--- config.mk ---
export PLATFORM = sky130hd
export DESIGN_NAME = sfad_ctrl
export DESIGN_NICKNAME = d
export VERILOG_FILES = /design/src/sv/sfad_pkg.sv /design/src/sv/sfad_ctrl.sv
export SDC_FILE = /design/constraint.sdc
export NUM_CORES = 1
export LEC_CHECK = 0
export ABC_AREA = 0
export ABC_CLOCK_PERIOD_IN_PS = 5300
export BUFFER_PORTS_ARGS = -buffer_cell sky130_fd_sc_hd__buf_2
export CAP_MARGIN = 30
export CORE_UTILIZATION = 54
export DETAILED_ROUTE_END_ITERATION = 10
export HOLD_SLACK_MARGIN = 0.02
export PLACE_DENSITY = 0.89
export SETUP_SLACK_MARGIN = 0.4
export SYNTH_ARGS = -nofsm -noshare
export SYNTH_HDL_FRONTEND = slang
export SYNTH_SLANG_ARGS = --single-unit
export TNS_END_PERCENT = 30
--- constraint.sdc ---
create_clock -name clk -period 5.3 [get_ports clk]
set_clock_uncertainty 0.15 [all_clocks]
set_input_delay 0.53 -clock clk [delete_from_list [all_inputs] [get_ports clk]]
set_output_delay 0.53 -clock clk [all_outputs]
set_load 0.01 [all_outputs]
--- src/sv/sfad_pkg.sv ---
// ----------------------------------------------------------------------------
// sfad_pkg
// shared types and constants of the attitude and depth state feedback unit
// ----------------------------------------------------------------------------
`default_nettype none

package sfad_pkg;

  localparam int GAIN_ROWS  = 3;
  localparam int STATE_LEN  = 12;
  localparam int GAIN_DEPTH = GAIN_ROWS * STATE_LEN;
  localparam int MEAS_DEPTH = 16;
  localparam int FETCH_BASE = 8;
  localparam int FETCH_CNT  = 8;
  localparam int WRAP_STEPS = 4;
  localparam int MAC_DRAIN  = 2;

  // pi and the surface tolerance scaled by 2^32
  localparam longint PI_Q32  = 64'sd13493037705;
  localparam longint TOL_Q32 = 64'sd429496730;

  localparam logic [1:0] CMD_LOAD_GAIN = 2'd0;
  localparam logic [1:0] CMD_LOAD_MEAS = 2'd1;
  localparam logic [1:0] CMD_COMPUTE   = 2'd2;
  localparam logic [1:0] CMD_RESERVED  = 2'd3;

  localparam logic [1:0] VM_DEPTH = 2'd0;
  localparam logic [1:0] VM_ALT   = 2'd1;
  localparam logic [1:0] VM_PITCH = 2'd2;
  localparam logic [1:0] VM_BAD   = 2'd3;

  localparam logic [1:0] ST_OK       = 2'd0;
  localparam logic [1:0] ST_BAD_YAW  = 2'd1;
  localparam logic [1:0] ST_BAD_VERT = 2'd2;

  localparam logic [2:0] CFG_FIN_LIMIT       = 3'd0;
  localparam logic [2:0] CFG_ROLL_ENABLE     = 3'd1;
  localparam logic [2:0] CFG_PITCH_ACT_LIMIT = 3'd2;
  localparam logic [2:0] CFG_PITCH_REF_LIMIT = 3'd3;
  localparam logic [2:0] CFG_SURFACE_FORCE   = 3'd4;
  localparam logic [2:0] CFG_OFFSET_ENABLE   = 3'd5;
  localparam logic [2:0] CFG_DEPTH_BIAS      = 3'd6;
  localparam logic [2:0] CFG_DEPTH_ERR_LIMIT = 3'd7;

  typedef enum logic [3:0] {
    S_IDLE,
    S_FETCH,
    S_FDRAIN,
    S_ERRA,
    S_ERRB,
    S_WRAP,
    S_WFIN,
    S_MAC,
    S_MDRAIN,
    S_FIN
  } state_t;

  typedef struct packed {
    logic       gain_we;
    logic       meas_we;
    logic       latch;
    logic       m_rd;
    logic [3:0] m_addr;
    logic [5:0] g_addr;
    logic       err_a;
    logic       err_b;
    logic       wrap_step;
    logic [1:0] wrap_ph;
    logic       wrap_fin;
    logic       mac_issue;
    logic [1:0] mac_row;
    logic [3:0] mac_col;
    logic       mac_first;
    logic       finish;
    logic       publish_bad;
    logic [1:0] bad_status;
  } dp_cmd_t;

  typedef struct packed {
    logic wrap_skip;
  } dp_sts_t;

endpackage

`default_nettype wire

--- src/sv/sfad_ctrl.sv ---
// ----------------------------------------------------------------------------
// sfad_ctrl
// sequencer: loads, mode checks, fetch, error forming, heading wrap, gain products, saturation
// ----------------------------------------------------------------------------
`default_nettype none

module sfad_ctrl (
  input  wire logic             clk,
  input  wire logic             rst_n,
  input  wire logic             start,
  input  wire logic [1:0]       in_command,
  input  wire logic [1:0]       in_vertical_mode,
  input  wire logic             in_heading_mode_ok,
  output logic                  busy,
  output sfad_pkg::dp_cmd_t     cmd,
  input  sfad_pkg::dp_sts_t     sts
);
  import sfad_pkg::*;

  state_t     state_r, state_nxt;
  logic [5:0] cnt_r, cnt_nxt;
  logic [1:0] row_r, row_nxt;
  logic [3:0] col_r, col_nxt;

  always_ff @(posedge clk) begin
    if (!rst_n) begin
      state_r <= S_IDLE;
      cnt_r   <= '0;
      row_r   <= '0;
      col_r   <= '0;
    end else begin
      state_r <= state_nxt;
      cnt_r   <= cnt_nxt;
      row_r   <= row_nxt;
      col_r   <= col_nxt;
    end
  end

  assign busy = (state_r != S_IDLE);

  always_comb begin
    cmd       = '0;
    state_nxt = state_r;
    cnt_nxt   = cnt_r;
    row_nxt   = row_r;
    col_nxt   = col_r;
    unique case (state_r)
      S_IDLE: begin
        if (start) begin
          unique case (in_command)
            CMD_LOAD_GAIN: cmd.gain_we = 1'b1;
            CMD_LOAD_MEAS: cmd.meas_we = 1'b1;
            CMD_COMPUTE: begin
              priority if (!in_heading_mode_ok) begin
                cmd.publish_bad = 1'b1;
                cmd.bad_status  = ST_BAD_YAW;
              end else if (in_vertical_mode == VM_BAD) begin
                cmd.publish_bad = 1'b1;
                cmd.bad_status  = ST_BAD_VERT;
              end else begin
                cmd.latch = 1'b1;
                cnt_nxt   = '0;
                state_nxt = S_FETCH;
              end
            end
            default: ;
          endcase
        end
      end
      S_FETCH: begin
        cmd.m_rd   = 1'b1;
        cmd.m_addr = 4'(FETCH_BASE) | {1'b0, cnt_r[2:0]};
        if (cnt_r == 6'(FETCH_CNT - 1)) begin
          cnt_nxt   = '0;
          state_nxt = S_FDRAIN;
        end else begin
          cnt_nxt = cnt_r + 6'd1;
        end
      end
      S_FDRAIN: state_nxt = S_ERRA;
      S_ERRA: begin
        cmd.err_a = 1'b1;
        state_nxt = S_ERRB;
      end
      S_ERRB: begin
        cmd.err_b = 1'b1;
        cnt_nxt   = '0;
        // heading already inside the half turn skips the reduction
        state_nxt = sts.wrap_skip ? S_WFIN : S_WRAP;
      end
      S_WRAP: begin
        cmd.wrap_step = 1'b1;
        cmd.wrap_ph   = cnt_r[1:0];
        if (cnt_r == 6'(WRAP_STEPS - 1)) begin
          cnt_nxt   = '0;
          state_nxt = S_WFIN;
        end else begin
          cnt_nxt = cnt_r + 6'd1;
        end
      end
      S_WFIN: begin
        cmd.wrap_fin = 1'b1;
        cnt_nxt      = '0;
        row_nxt      = '0;
        col_nxt      = '0;
        state_nxt    = S_MAC;
      end
      S_MAC: begin
        cmd.mac_issue = 1'b1;
        cmd.g_addr    = cnt_r;
        cmd.m_addr    = col_r;
        cmd.mac_row   = row_r;
        cmd.mac_col   = col_r;
        cmd.mac_first = (col_r == '0);
        if (col_r == 4'(STATE_LEN - 1)) begin
          col_nxt = '0;
          row_nxt = row_r + 2'd1;
        end else begin
          col_nxt = col_r + 4'd1;
        end
        if (cnt_r == 6'(GAIN_DEPTH - 1)) begin
          cnt_nxt   = '0;
          state_nxt = S_MDRAIN;
        end else begin
          cnt_nxt = cnt_r + 6'd1;
        end
      end
      S_MDRAIN: begin
        if (cnt_r == 6'(MAC_DRAIN - 1)) begin
          cnt_nxt   = '0;
          state_nxt = S_FIN;
        end else begin
          cnt_nxt = cnt_r + 6'd1;
        end
      end
      S_FIN: begin
        cmd.finish = 1'b1;
        state_nxt  = S_IDLE;
      end
      default: state_nxt = S_IDLE;
    endcase
  end

endmodule

`default_nettype wire

======== Yosys cells after proc, flatten, opt, wreduce, memory -nomap -nowiden ========
Cells that the tools add are included.
word-level totals
  output and inout bits ................... 33
  register bits after elaboration ......... 16
  logic and storage cells ................. 87
  bits of input ports ..................... 9
cells by class
  reductions and logical operators ........ 10
  equal/unequal tests ..................... 26
  multiplexer cells ....................... 44
  $add $sub $neg .......................... 3
operators with widths
  kind                                                  number
  two-way mux 6 bit                                     9
  two-way mux 4 bit                                     9
  one-hot mux 4 bit (9 select lines)                    1
  one-hot mux 6 bit (6 select lines)                    1
  two-way mux 3 bit                                     8
  equality test 4 x 3 -> 1 bit (second input constant)  4
  inequality test 2 bit (second input constant)         8
  one-hot mux 4 bit (2 select lines)                    2
  equality test 4 bit (second input constant)           3
  two-way mux 1 bit                                     10
  equality test 4 x 2 -> 1 bit (second input constant)  2
  zero test 4 bit                                       2
  two-way mux 8 bit                                     1
  AND reduction 8 bit                                   1
  adder 6 x 1 -> 6 bit (second input constant)          1
  equality test 6 x 1 -> 1 bit (second input constant)  1
  equality test 6 x 2 -> 1 bit (second input constant)  1
  equality test 6 x 3 -> 1 bit (second input constant)  1
  equality test 6 bit (second input constant)           1
  nonzero test 6 bit                                    1
  AND reduction 5 bit                                   1
  adder 4 x 1 -> 4 bit (second input constant)          1
  equality test 2 bit (second input constant)           2
  equality test 4 x 1 -> 1 bit (second input constant)  1
  10 further kinds                                      11

======== Depth between registers and ports, before layout ========
Gate-level depths: netlist (run 1).
  word-level depth ........................ 6
  gate-level depth with buffers ........... 7
  depth with buffers taken out ............ 6

======== Worst setup path before layout (run 1) ========
No wires, ideal clock.
  kind .................................... reg-to-output
  start ................................... reg state_r[1]
  end ..................................... out cmd[30] (netlist name)
  required time ........................... 4.620 ns
  path buffers ............................ 1
  data arrival time ....................... 1.536 ns
  stages on the path, launching flop included .. 5
  path slack .............................. 3.084 ns
  path through ............................ dfxtp_1 > clkbuf_1 > nor4_1 > nand2_1 > nor3b_1
RTL lines
  item                      RTL line         text
  start: declaration        sfad_ctrl.sv:20  state_t state_r, state_nxt;
  start signal: assignment  sfad_ctrl.sv:32  state_r <= state_nxt;
  end: declaration          sfad_ctrl.sv:15  output sfad_pkg::dp_cmd_t cmd,

==> results.txt, run 1 <==
The number of antenna violations at the first check in global routing is 0. After detailed routing, the number of remaining DRC violations is 0. The total overflow left after global routing is 0.

Buffers placed on the I/O ports in this run total 41. After clock tree synthesis, the clock-pin slew on the worst setup and hold paths is 90 ps. Summed over all layers, the routed wires come to 3070 µm. The logs give 320 µm² for the area occupied by registers and 16 for the clock net sink count. For the via count of the first global-routing pass, the log shows 1,136. The overall die width came out at 50.4 µm. In this run the core area contains 17 standard-cell rows.

The H-tree depth reported by CTS is 1. Weighted congestion reported at the end of routability-driven placement: 0.894. The clock latency on the worst-skew pair was 290 ps; the arrival time of the worst setup path was 2180 ps. The Yosys step of the flow raised 0 warnings. The critical setup path kind is flop to output port. Derived from the worst setup path, the maximum achievable clock frequency is 350 MHz. The floorplan step set the die height to 50.4 µm. In the synthesized netlist, the cells that appear most often are sky130_fd_sc_hd__nor2_1 (21), sky130_fd_sc_hd__dfxtp_1 (16), sky130_fd_sc_hd__and2_1 (11), sky130_fd_sc_hd__nand2_1 (11), sky130_fd_sc_hd__nand3_1 (9). STA classifies the critical path endpoint as an output port. The repair_antennas step left the layout with diodes totalling 0. From synthesis to final layout, the design area changed by 16.4%. The detailed router placed 1,349 vias in this run. Yosys attributes the largest share of cell area to sky130_fd_sc_hd__dfxtp_1 (25%), sky130_fd_sc_hd__nor2_1 (6.2%), sky130_fd_sc_hd__and2_1 (5.4%).

The tree is rooted in a sky130_fd_sc_hd__clkbuf_4. The area of the placeable core is 0.00221 mm². The final clock period utilization by the worst path came out at 54.0%. The count of endpoints failing hold in the final timing report is 0, and the overall track demand over capacity in global routing is 25.3%. The number of gates resized after CTS was 0. The tools report the start point of the critical path as state_r[0]. For this run, the leading register cell type out of synthesis is sky130_fd_sc_hd__dfxtp_1. The tools report the largest net degree at the start of global routing as 22.

The run gives 0 as the cts-stage hold buffer count. The flop and latch count out of synthesis is 16, and the setup fix buffers added after clock tree synthesis is 0. At the pin with the least slew margin, the transition time is 661 ps. The area fraction of the dominant cell type after synthesis was 25.3%. Setup repair after global routing left no endpoint under its margin. STA puts the critical path data required time at 4620 ps. The most frequently used cell type in the post-synthesis netlist is sky130_fd_sc_hd__nor2_1.

In this run the worst hold path is classified as flop to flop. The final critical path time including I/O delays and setup works out to 2860 ps. Synthesis handed over a netlist of 165 instances. A synthesized cell averages 7.67 µm². Dividing the detail-routed wire length by the instance count gives 13.6 µm. The final cell area excluding filler cells came out at 0.00147 mm². Power density over the cells: 242 mW/mm². The flow ran to the end, and the final reports show no timing, DRC or antenna violations. For this run, asynchronously set or reset flops after synthesis account for 0%. The maximum count of clock buffers along a single path was 2; the residual antenna-violating net count after detailed routing was 0. The mean number of vias per cell was 5.97; the final HPWL from detailed placement was 2320 µm. The tightest slew margin relative to the limit was 55.5%; the effective utilization at floorplan was 57.2%.

The total power is 0.357 mW. The max-cap check violation count is 0. The total count of max-transition violations in the final report came out at 0. TritonCTS built the clock tree. For flop-to-flop paths, the worst setup slack is 2550 ps. The die footprint was 0.00254 mm². Setup violations remaining at the end of the flow were counted as 0.

Fill cells in the final layout number 192. The number of detailed-routing iterations run before antenna repair came out at 4. Cell taking the most area after synthesis: sky130_fd_sc_hd__dfxtp_1. After the last flow step, the layout net total stands at 213. The share of the Yosys chip area taken by registers is 25.3%. For the number of nets produced by synthesis, the log shows 178. TritonCTS created 3 clock buffers. In the final layout, the multi-input gates occupy 865 µm². Initial detailed-routing violation count: 33. The setup TNS came out at 0 ps. The mapped netlist covers 0.00127 mm². The highest fanout seen on the critical path was 21; the area of placed instances was 0.00145 mm². The tools report the leakage power summed over all cells as 0.702 nW. The startpoint identified for the worst register-to-register timing path is state_r[0]. IR analysis of the VDD net gives a maximum drop of 272 µV.

Across all hold checks on the routed design, the worst slack comes to 355 ps. In this run the most critical hold path is launched from col_r[1]. In the final layout, the share of cells above drive strength 1 is 26.8%.

Once layout is complete, the utilization of the core stands at 66.6%. The number of enable flip-flop cells after synthesis is 0. The first global-routing pass estimated 4970 µm of wire. Counting distinct cell types in the post-synthesis netlist gives 49. Pin placement for this block handled 42 I/O pins. The kind of start point of the critical path was a flop.
[report_power, final]
part / switching [mW] / internal (mW) / total [mW] / leakage [nW]
clock network: 0.0394 / 0.0264 / 0.0658 / 0.0138
registers: 0.0302 / 0.128 / 0.159 / 0.129
logic: 0.0727 / 0.0600 / 0.133 / 0.559
total: 0.142 / 0.215 / 0.357 / 0.702
[sequential cells by signal (all words and copies together) (netlist names)]
register	cells
col_r	4
row_r	2
state_r	4
cnt_r	6
[worst paths after layout]
path | endpoint | cells after the start
max | cmd[27] | 5
min | col_r[1] | 2
max reg2reg | cnt_r[5] | 5
min reg2reg | col_r[1] | 2
[worst max-delay path, stage by stage, from the launching register on]
cell                       delay [ps]
sky130_fd_sc_hd__dfxtp_1          720
sky130_fd_sc_hd__nand4b_1         510
sky130_fd_sc_hd__inv_2            290
sky130_fd_sc_hd__and2_1           160
sky130_fd_sc_hd__or2_1             90
sky130_fd_sc_hd__buf_2            120
[layout make-up]
type / instances / area share [%]
well taps: 28 / 2.38
clock buffers: 3 / 1.53
inverters: 7 / 1.78
multi-input cells: 131 / 58.7
flip-flops and latches: 16 / 21.7
repair buffers: 41 / 13.9
[cells in the final DEF (no fill, tap or decap), drive strengths merged, types with 2 or more instances in the layout]
| cell | synthesis | routed |
|---|---|---|
| buf | 4 | 41 |
| nor2 | 22 | 22 |
| dfxtp | 16 | 16 |
| nand2 | 11 | 11 |
| and2 | 11 | 11 |
| nand3 | 9 | 9 |
| a21oi | 7 | 7 |
| inv | 7 | 7 |
| nand3b | 6 | 6 |
| a31oi | 6 | 6 |
| o21ai | 6 | 6 |
| nor3 | 5 | 5 |
| a21o | 4 | 4 |
| a211oi | 4 | 4 |
| ha | 4 | 4 |
| nor4b | 4 | 4 |
| or3 | 3 | 3 |
| clkbuf | 7 | 3 |
| nor4 | 3 | 3 |
| nor4bb | 2 | 2 |
| nor2b | 2 | 2 |
| or2 | 2 | 2 |
| a22oi | 2 | 2 |
| a21boi | 2 | 2 |
[metrics by stage]
stage | instances | setup slack, ps
after detailed placement | 223 | 2580
after global placement | 223 | 2830
after floorplan | 165 | 3080
after global routing | 226 | 2200
final | 226 | 2440
after CTS | 226 | 2450
[metal layers]
metal  track usage (%)  wire (µm)  up-vias
met5                 0          0        -
met4              6.94         31        0
met3              6.06        159        8
met2              44.2       1510       48
met1              30.6       1370      629
li1                  -          -      664
[kinds of logic (layout without fill, tap and decap cells)]
kind of cell	Yosys count	in the layout	share of synthesized area, %
AO/OA/AOI/OAI	35	35	20.5
XOR/XNOR	2	2	1.38
adder cells (fa/ha/maj)	4	4	3.95
buffers and inverters	18	51	6.42
flip-flops	16	16	25.3
multiplexers	1	1	0.791
AND/OR/NAND/NOR	89	89	41.7
(Power assumes the default switching activity.)
==> inputs of run 2 (changes only) <==
--- a/config.mk
+++ b/config.mk
@@ -6,13 +6,13 @@
 export NUM_CORES = 1
 export LEC_CHECK = 0
 export ABC_AREA = 0
-export ABC_CLOCK_PERIOD_IN_PS = 5300
+export ABC_CLOCK_PERIOD_IN_PS = 2400
 export BUFFER_PORTS_ARGS = -buffer_cell sky130_fd_sc_hd__buf_2
 export CAP_MARGIN = 30
-export CORE_UTILIZATION = 54
+export CORE_UTILIZATION = 45
 export DETAILED_ROUTE_END_ITERATION = 10
 export HOLD_SLACK_MARGIN = 0.02
-export PLACE_DENSITY = 0.89
+export PLACE_DENSITY = 0.79
 export SETUP_SLACK_MARGIN = 0.4
 export SYNTH_ARGS = -nofsm -noshare
 export SYNTH_HDL_FRONTEND = slang
==> constraint.sdc (replaced) <==
create_clock -name clk -period 2.4 [get_ports clk]
set_clock_uncertainty 0.15 [all_clocks]
set_input_delay 0.24 -clock clk [delete_from_list [all_inputs] [get_ports clk]]
set_output_delay 0.24 -clock clk [all_outputs]
set_load 0.01 [all_outputs]
==> results.txt, run 2 (same netlist as run 1, synthesis figures left out) <==
Average wire per standard cell: 14.5 µm (was 13.6 µm). The area of the placeable core is 0.00257 mm² (was 0.00221 mm²). The kind of start point of the critical path was a flop (unchanged). Clock root buffer: sky130_fd_sc_hd__clkbuf_4 (unchanged). The total via count after detailed routing was 1,397 (was 1,349); the aggregate global routing overflow was 0 (unchanged). The wire length after detailed routing is 3540 µm (was 3070 µm). The minimum setup slack among reg-to-reg paths is 410 ps (was 2550 ps), and the layout cell share with drive strength beyond 1 is 41.1% (was 26.8%). Count of endpoints failing hold in the final timing report: 0 (unchanged). Series of cell instances along the critical path: buf_4 -> nor4_4 -> nand2_1 -> nor3b_2 -> buf_2 (was nand4b_1 -> inv_2 -> and2_1 -> or2_1 -> buf_2). The highest fanout seen on the critical path works out to 10 (was 21). Commonest cells after routing, fill and taps aside: sky130_fd_sc_hd__buf_2 (41), sky130_fd_sc_hd__nor2_1 (21), sky130_fd_sc_hd__buf_4 (12) (was sky130_fd_sc_hd__buf_2 (41), sky130_fd_sc_hd__nor2_1 (21), sky130_fd_sc_hd__dfxtp_1 (16)).

The register with the most flip-flops is cnt_r (unchanged). The run gives 16 (unchanged) as the clock net sink count. The tools report the multi-input gate area in the final layout as 950 µm² (was 865 µm²).

The vertical die dimension works out to 55.0 µm (was 50.4 µm). The launch point of the worst hold path is rst_n (was col_r[1]). The setup TNS was 0 ps (unchanged); the clock input transition at the sequential cells of the worst setup and hold paths was 100 ps (was 90 ps). Largest registers ranked by flip-flop count: cnt_r: 6 flops, col_r: 4 flops, state_r: 4 flops (unchanged).

The run gives 1620 ps (was 2180 ps) as the arrival time of the worst setup path. The tools report the post-layout utilization of the core as 67.0% (was 66.6%). The library cell contributing the largest single delay on the critical path was sky130_fd_sc_hd__dfxtp_4 (was sky130_fd_sc_hd__dfxtp_1).

The count of port buffers added during placement was 41 (unchanged); the leakage power summed over all cells was 0.806 nW (was 0.702 nW). The layout net count was 229 (was 213); the synthesis-to-layout area growth was 35.9% (was 16.4%). The number of buffers created by CTS came out at 3 (unchanged). Number of filler cells placed in the layout: 207 (was 192).

The run gives 22.3% (was 25.3%) as the overall track demand over capacity in global routing. The number of antenna violations at the first check in global routing is 0 (unchanged), and the residual antenna-violating net count after detailed routing is 0 (unchanged). Mean number of vias per cell: 5.73 (was 5.97). The count of cells along the worst hold path came out at 3 (was 2). The run gives 4840 µm (was 4970 µm) as the first-pass GRT wire length. The delay contributed by the slowest stage of the critical path is 390 ps (was 720 ps).

The die footprint came out at 0.00303 mm² (was 0.00254 mm²). The hold path endpoint was col_r[3] (was col_r[1]). The endpoint of the most critical register-to-register path is state_r[0] (was cnt_r[5]).

The number of detailed-routing iterations run before antenna repair is 4 (unchanged). The tools report the H-tree depth reported by CTS as 1 (unchanged). The clock latency on the worst-skew pair came out at 290 ps (about the same).

The weighted congestion reported at the end of routability-driven placement is 0.826 (was 0.894), and the max-cap check violation count is 0 (unchanged). The worst path uses 83.6% of the clock period. Via count of the first global-routing pass: 1,104 (was 1,136).

The commonest non-fill, non-tap cell in the layout was sky130_fd_sc_hd__buf_2 (unchanged). The worst-margin pin slew is 464 ps (was 661 ps), and the total count of max-transition violations in the final report is 0 (unchanged). The type of the worst min-delay path is input port to flop (was flop to flop). The tightest slew margin relative to the limit is 69.0% (was 55.5%), and the number of inserted diodes is 0 (unchanged).

The power density over the cells works out to 530 mW/mm² (was 242 mW/mm²). Type of destination of the critical path: an output port (unchanged). The run finished with clean final reports. The data required time at the worst endpoint was 2010 ps (was 4620 ps); the effective utilization at floorplan was 49.3% (was 57.2%).

The maximum count of clock buffers along a single path is 2 (unchanged). The initial detailed-routing violation count was 21 (was 33). TritonCTS built the clock tree. Cell count of the worst reg-to-reg path: 7 (was 5). Setup repair after global routing could not meet its margin everywhere. Largest net degree at the start of global routing: 17 (was 22). The maximum ir drop on the vdd rail came out at 484 µV (was 272 µV). The run gives 2410 µm (was 2320 µm) as the final HPWL from detailed placement. The critical setup path kind is flop to output port (unchanged). Top cell family by delay on the critical path: simple AND/OR/NAND/NOR gates (unchanged).

The smallest clock period supported by the final layout is computed as 2010 ps. The logs give 18 (was 17) for the number of rows in the core area and 0 (unchanged) for the number of DRC violations after detailed routing. The logs give 0 (unchanged) for the final number of setup-violating endpoints and 342 µm² (was 320 µm²) for the area occupied by registers. The number of flip-flops in the largest register is 6 (unchanged).

The count of buffer and inverter cells on the critical path is 2 (unchanged), and the cts-stage hold buffer count is 0 (unchanged). Derived from the worst setup path, the maximum achievable clock frequency is 499 MHz. The overall die width is 55.0 µm (was 50.4 µm). Startpoint of the lowest-slack register-to-register path: cnt_r[1] (was state_r[0]). For the count of pins on the block boundary, the log shows 42 (unchanged).
==> run 2: power breakdown <==
part | internal [mW] | total, mW | switching, mW
sequential | 0.289 | 0.314 | 0.0254
clock | 0.0584 | 0.143 | 0.0850
combinational | 0.213 | 0.454 | 0.240
==> run 2: final cells by class <==
cell class,count,area share (%)
multi-input combinational,131,55.2
sequential,16,19.9
timing repair buffer,57,19.8
tap,30,2.18
inverter,7,1.67
clock buffer,3,1.31
==> run 2: how the worst max path moves through the flow <==
stage	from	end	slack, ps	cells past startpoint
final	state_r[2]	cmd[30]	390	5
after global routing	state_r[2]	cmd[30]	300	5
after CTS	cnt_r[1]	state_r[0]	320	7
after detailed placement	cnt_r[0]	state_r[0]	300	7
after global placement	state_r[3]	state_r[2]	350	6
after floorplan	cnt_r[0]	cnt_r[3]	410	7
==> run 2: worst reg2reg max path, delay by kind of cell (launching register included) <==
family	cells	cell delay, ps
buffers and inverters	1	230
muxes	1	190
AOI/OAI and AO/OA	1	170
and+or+nand+nor	3	600
DFF	1	370
adders and majority gates	1	150
==> run 2: metrics by stage <==
stage	worst slack [ps]	hold slack (ps)	area, µm²	std cells	power [mW]
2_1_floorplan	407	212	1280	165	0.577
3_3_place_gp	345	326	1510	231	0.669
3_5_place_dp	296	345	1510	231	0.677
4_1_cts	321	105	1580	237	0.864
5_1_grt	303	103	1720	244	0.970
6_report	395	115	1720	244	0.912
==> run 2: layer usage <==
layer	GRT usage (%)	wire length, µm	vias up
li1	-	-	699
met1	27.1	1550	663
met2	39.8	1850	32
met3	4.10	126	3
met4	5.83	17	0
met5	0	0	-
==> run 2: repair_timing <==
item	CTS	global route
endpoints found under the setup margin	18	31
resized for setup	7	22
pin swaps	3	9
setup buffers	3	7
==> inputs of run 3 (changes only) <==
--- a/config.mk
+++ b/config.mk
@@ -6,7 +6,7 @@
 export NUM_CORES = 1
 export LEC_CHECK = 0
 export ABC_AREA = 0
-export ABC_CLOCK_PERIOD_IN_PS = 2400
+export ABC_CLOCK_PERIOD_IN_PS = 1700
 export BUFFER_PORTS_ARGS = -buffer_cell sky130_fd_sc_hd__buf_2
 export CAP_MARGIN = 30
 export CORE_UTILIZATION = 45
==> constraint.sdc (replaced) <==
create_clock -name clk -period 1.7 [get_ports clk]
set_clock_uncertainty 0.15 [all_clocks]
set_input_delay 0.17 -clock clk [delete_from_list [all_inputs] [get_ports clk]]
set_output_delay 0.17 -clock clk [all_outputs]
set_load 0.01 [all_outputs]
==> results.txt, run 3 (same netlist as run 1, synthesis figures left out) <==
The tools report the final HPWL from detailed placement as 2790 µm (was 2410 µm). The area of placed instances was 0.00172 mm² (was 0.00151 mm²); the number of antenna violations at the first check in global routing was 0 (unchanged). The H-tree depth reported by CTS is 1 (unchanged), and the count of port buffers added during placement is 41 (unchanged). TritonCTS built the clock tree. The tools report the startpoint of the lowest-slack register-to-register path as state_r[0] (was cnt_r[1]).

Register with the most flip-flops: cnt_r (unchanged). The launch point of the worst hold path is start (was rst_n). Combinational fraction of design power: 56.5% (was 49.8%). Counting I/O delays and the setup requirement, the final critical path takes 2070 ps. The tools report the number of inserted diodes as 0 (unchanged). The tightest slew margin relative to the limit is 71.3% (was 69.0%), and the cell count of the worst reg-to-reg path is 6 (was 7).

The run gives 0.612 mW (was 0.351 mW) as the switching power of the nets. Largest registers ranked by flip-flop count: cnt_r: 6 flops, col_r: 4 flops, state_r: 4 flops (unchanged). The kind of start point of the critical path is a flop (unchanged). The run finished, with violations left. The tools report the post-route worst hold slack as 313 ps (was 115 ps).

The power density over the cells is 785 mW/mm² (was 530 mW/mm²). The overall die width is 55.0 µm (unchanged), and the leakage power summed over all cells is 0.964 nW (was 0.806 nW). The max-cap check violation count is 0 (unchanged), and the arrival time of the worst setup path is 2150 ps (was 1620 ps). Setup repair after global routing could not meet its margin everywhere. For the weighted congestion reported at the end of routability-driven placement, the log shows 0.809 (was 0.826).

Minimum setup slack among reg-to-reg paths: -370 ps (was 410 ps). For the overall track demand over capacity in global routing, the log shows 28.5% (was 22.3%). The clock latency on the worst-skew pair came out at 300 ps (was 290 ps). The number of filler cells placed in the layout is 145 (was 207), and the synthesis-to-layout area growth is 65.8% (was 35.9%). The data required time at the worst endpoint came out at 1780 ps (was 2010 ps).

The clock input transition at the sequential cells of the worst setup and hold paths works out to 100 ps (about the same). The tools report the clock root buffer as sky130_fd_sc_hd__clkbuf_4 (unchanged). The tools report the part of the power in registers as 27.1% (was 34.5%).

The maximum count of clock buffers along a single path came out at 2 (unchanged). For the largest net degree at the start of global routing, the log shows 18 (was 17). The run gives 42 (unchanged) as the count of pins on the block boundary. The count of cells along the worst hold path was 5 (was 3); the maximum ir drop on the vdd rail was 676 µV (was 484 µV). For the relative contribution of the clock network to total power, the log shows 16.4% (was 15.7%).

After layout, the worst path uses 122% of the clock period. Hold path endpoint: state_r[0] (was col_r[3]). The endpoint of the most critical register-to-register path was cnt_r[4] (was state_r[0]).

The logs give -369 ps (was 395 ps) for the least setup slack across all paths after layout and 0.00257 mm² (unchanged) for the area of the placeable core. The final number of setup-violating endpoints was 36 (was 0). The initial detailed-routing violation count is 62 (was 21), and the cell-internal power is 1.04 mW (was 0.561 mW). The mean number of vias per cell works out to 5.89 (was 5.73). Vertical die dimension: 55.0 µm (unchanged). The critical setup path kind is flop to flop (was flop to output port). The layout net count was 255 (was 229); the switching power share of the total was 37.1% (was 38.5%). The number of DRC violations after detailed routing was 0 (unchanged); the highest fanout seen on the critical path was 5 (was 10).

The checks that failed: setup timing. The count of endpoints failing hold in the final timing report is 0 (unchanged). For this run, the top clock speed supported by timing is 483 MHz. The first-pass GRT wire length was 6170 µm (was 4840 µm); the number of flip-flops in the largest register was 6 (unchanged).

The total via count after detailed routing was 1,595 (was 1,397). The tools report the die footprint as 0.00303 mm² (unchanged). The type of the worst min-delay path is input port to flop (unchanged).

The run gives 49.3% (unchanged) as the effective utilization at floorplan. The number of rows in the core area was 18 (unchanged). Start point of the critical path: state_r[0] (was state_r[2]). The number of buffers created by CTS came out at 3 (unchanged).

The via count of the first global-routing pass is 1,368 (was 1,104). The average wire per standard cell works out to 16.3 µm (was 14.5 µm). Commonest cells after routing, fill and taps aside: sky130_fd_sc_hd__buf_2 (33), sky130_fd_sc_hd__buf_4 (30), sky130_fd_sc_hd__nor2_1 (19) (was sky130_fd_sc_hd__buf_2 (41), sky130_fd_sc_hd__nor2_1 (21), sky130_fd_sc_hd__buf_4 (12)). The logs give 0.00210 mm² (was 0.00172 mm²) for the final cell area excluding filler cells and 4 (unchanged) for the number of detailed-routing iterations run before antenna repair. The wire length after detailed routing is 4400 µm (was 3540 µm), and the total count of max-transition violations in the final report is 0 (unchanged). The type of destination of the critical path is a flop (was an output port).

Commonest non-fill, non-tap cell in the layout: sky130_fd_sc_hd__buf_2 (unchanged). The logs give 0 (unchanged) for the residual antenna-violating net count after detailed routing and 16 (unchanged) for the clock net sink count. The aggregate global routing overflow is 0 (unchanged), and the layout cell share with drive strength beyond 1 is 54.8% (was 41.1%). The worst-margin pin slew is 430 ps (was 464 ps).
-- run 3: cell count changes in the layout (fill, tap and decap cells not counted), moves of 3 or more --
cell,previous run,this run
sky130_fd_sc_hd__buf_2,41,33
sky130_fd_sc_hd__and2_4,0,5
sky130_fd_sc_hd__and2_1,11,6
sky130_fd_sc_hd__buf_4,12,30
sky130_fd_sc_hd__buf_6,4,18
sky130_fd_sc_hd__nor3_2,1,4
sky130_fd_sc_hd__nor3_1,4,1
-- run 3: what timing repair did --
item	in CTS	in global routing
hold endpoints to repair	2	0
hold buffers	1	0
pin swaps	23	9
setup buffers	8	6
endpoints found under the setup margin	48	49
resized for setup	32	21
-- run 3: worst max-delay path by stage --
stage	to	slack [ps]
final	cnt_r[4]	-370
after global routing	cnt_r[4]	-430
after CTS	state_r[0]	-350
after detailed placement	state_r[0]	-340
after global placement	state_r[0]	-290
after floorplan	cnt_r[3]	-210
-- run 3: worst max-delay path, stage by stage, from the launching register on --
cell and delay [ps]:
sky130_fd_sc_hd__dfxtp_4 380, sky130_fd_sc_hd__or4b_4 570, sky130_fd_sc_hd__a31oi_4 200, sky130_fd_sc_hd__nor4_4 60, sky130_fd_sc_hd__buf_4 160, sky130_fd_sc_hd__or3_1 340, sky130_fd_sc_hd__a31oi_1 140
-- run 3: cell type report --
| class | count | area (µm²) | area share [%] |
|---|---|---|---|
| Timing Repair Buffer | 83 | 618 | 29.4 |
| Sequential cell | 16 | 340 | 16.2 |
| Tap cell | 30 | 37.5 | 1.79 |
| Clock buffer | 4 | 36.3 | 1.73 |
| Inverter | 7 | 28.8 | 1.37 |
| Multi-Input combinational cell | 131 | 1040 | 49.5 |
-- run 3: through the flow --
step	instances	TNS [ps]	util, %	power [mW]	setup slack [ps]
after global routing	271	-7960	81.8	1.72	-427
final	271	-6210	81.8	1.65	-369
after detailed placement	252	-2190	66.9	1.06	-339
after floorplan	165	-1620	-	0.843	-210
after global placement	252	-1770	66.9	1.05	-289
after CTS	265	-6300	76.2	1.46	-353
-- run 3: power by group through the flow --
stage,registers [mW],logic [mW],clock network (mW)
6_report,0.446,0.931,0.271
5_1_grt,0.451,0.986,0.281
4_1_cts,0.441,0.758,0.260
3_5_place_dp,0.446,0.618,0
3_3_place_gp,0.444,0.604,0
2_1_floorplan,0.454,0.388,0
-- run 3: routing by layer --
layer | track usage (%) | wire, µm | up-vias
li1 | - | - | 749
met1 | 35.1 | 1820 | 768
met2 | 50.2 | 2260 | 63
met3 | 2.46 | 212 | 15
met4 | 12.1 | 114 | 0
met5 | 0 | 0 | -
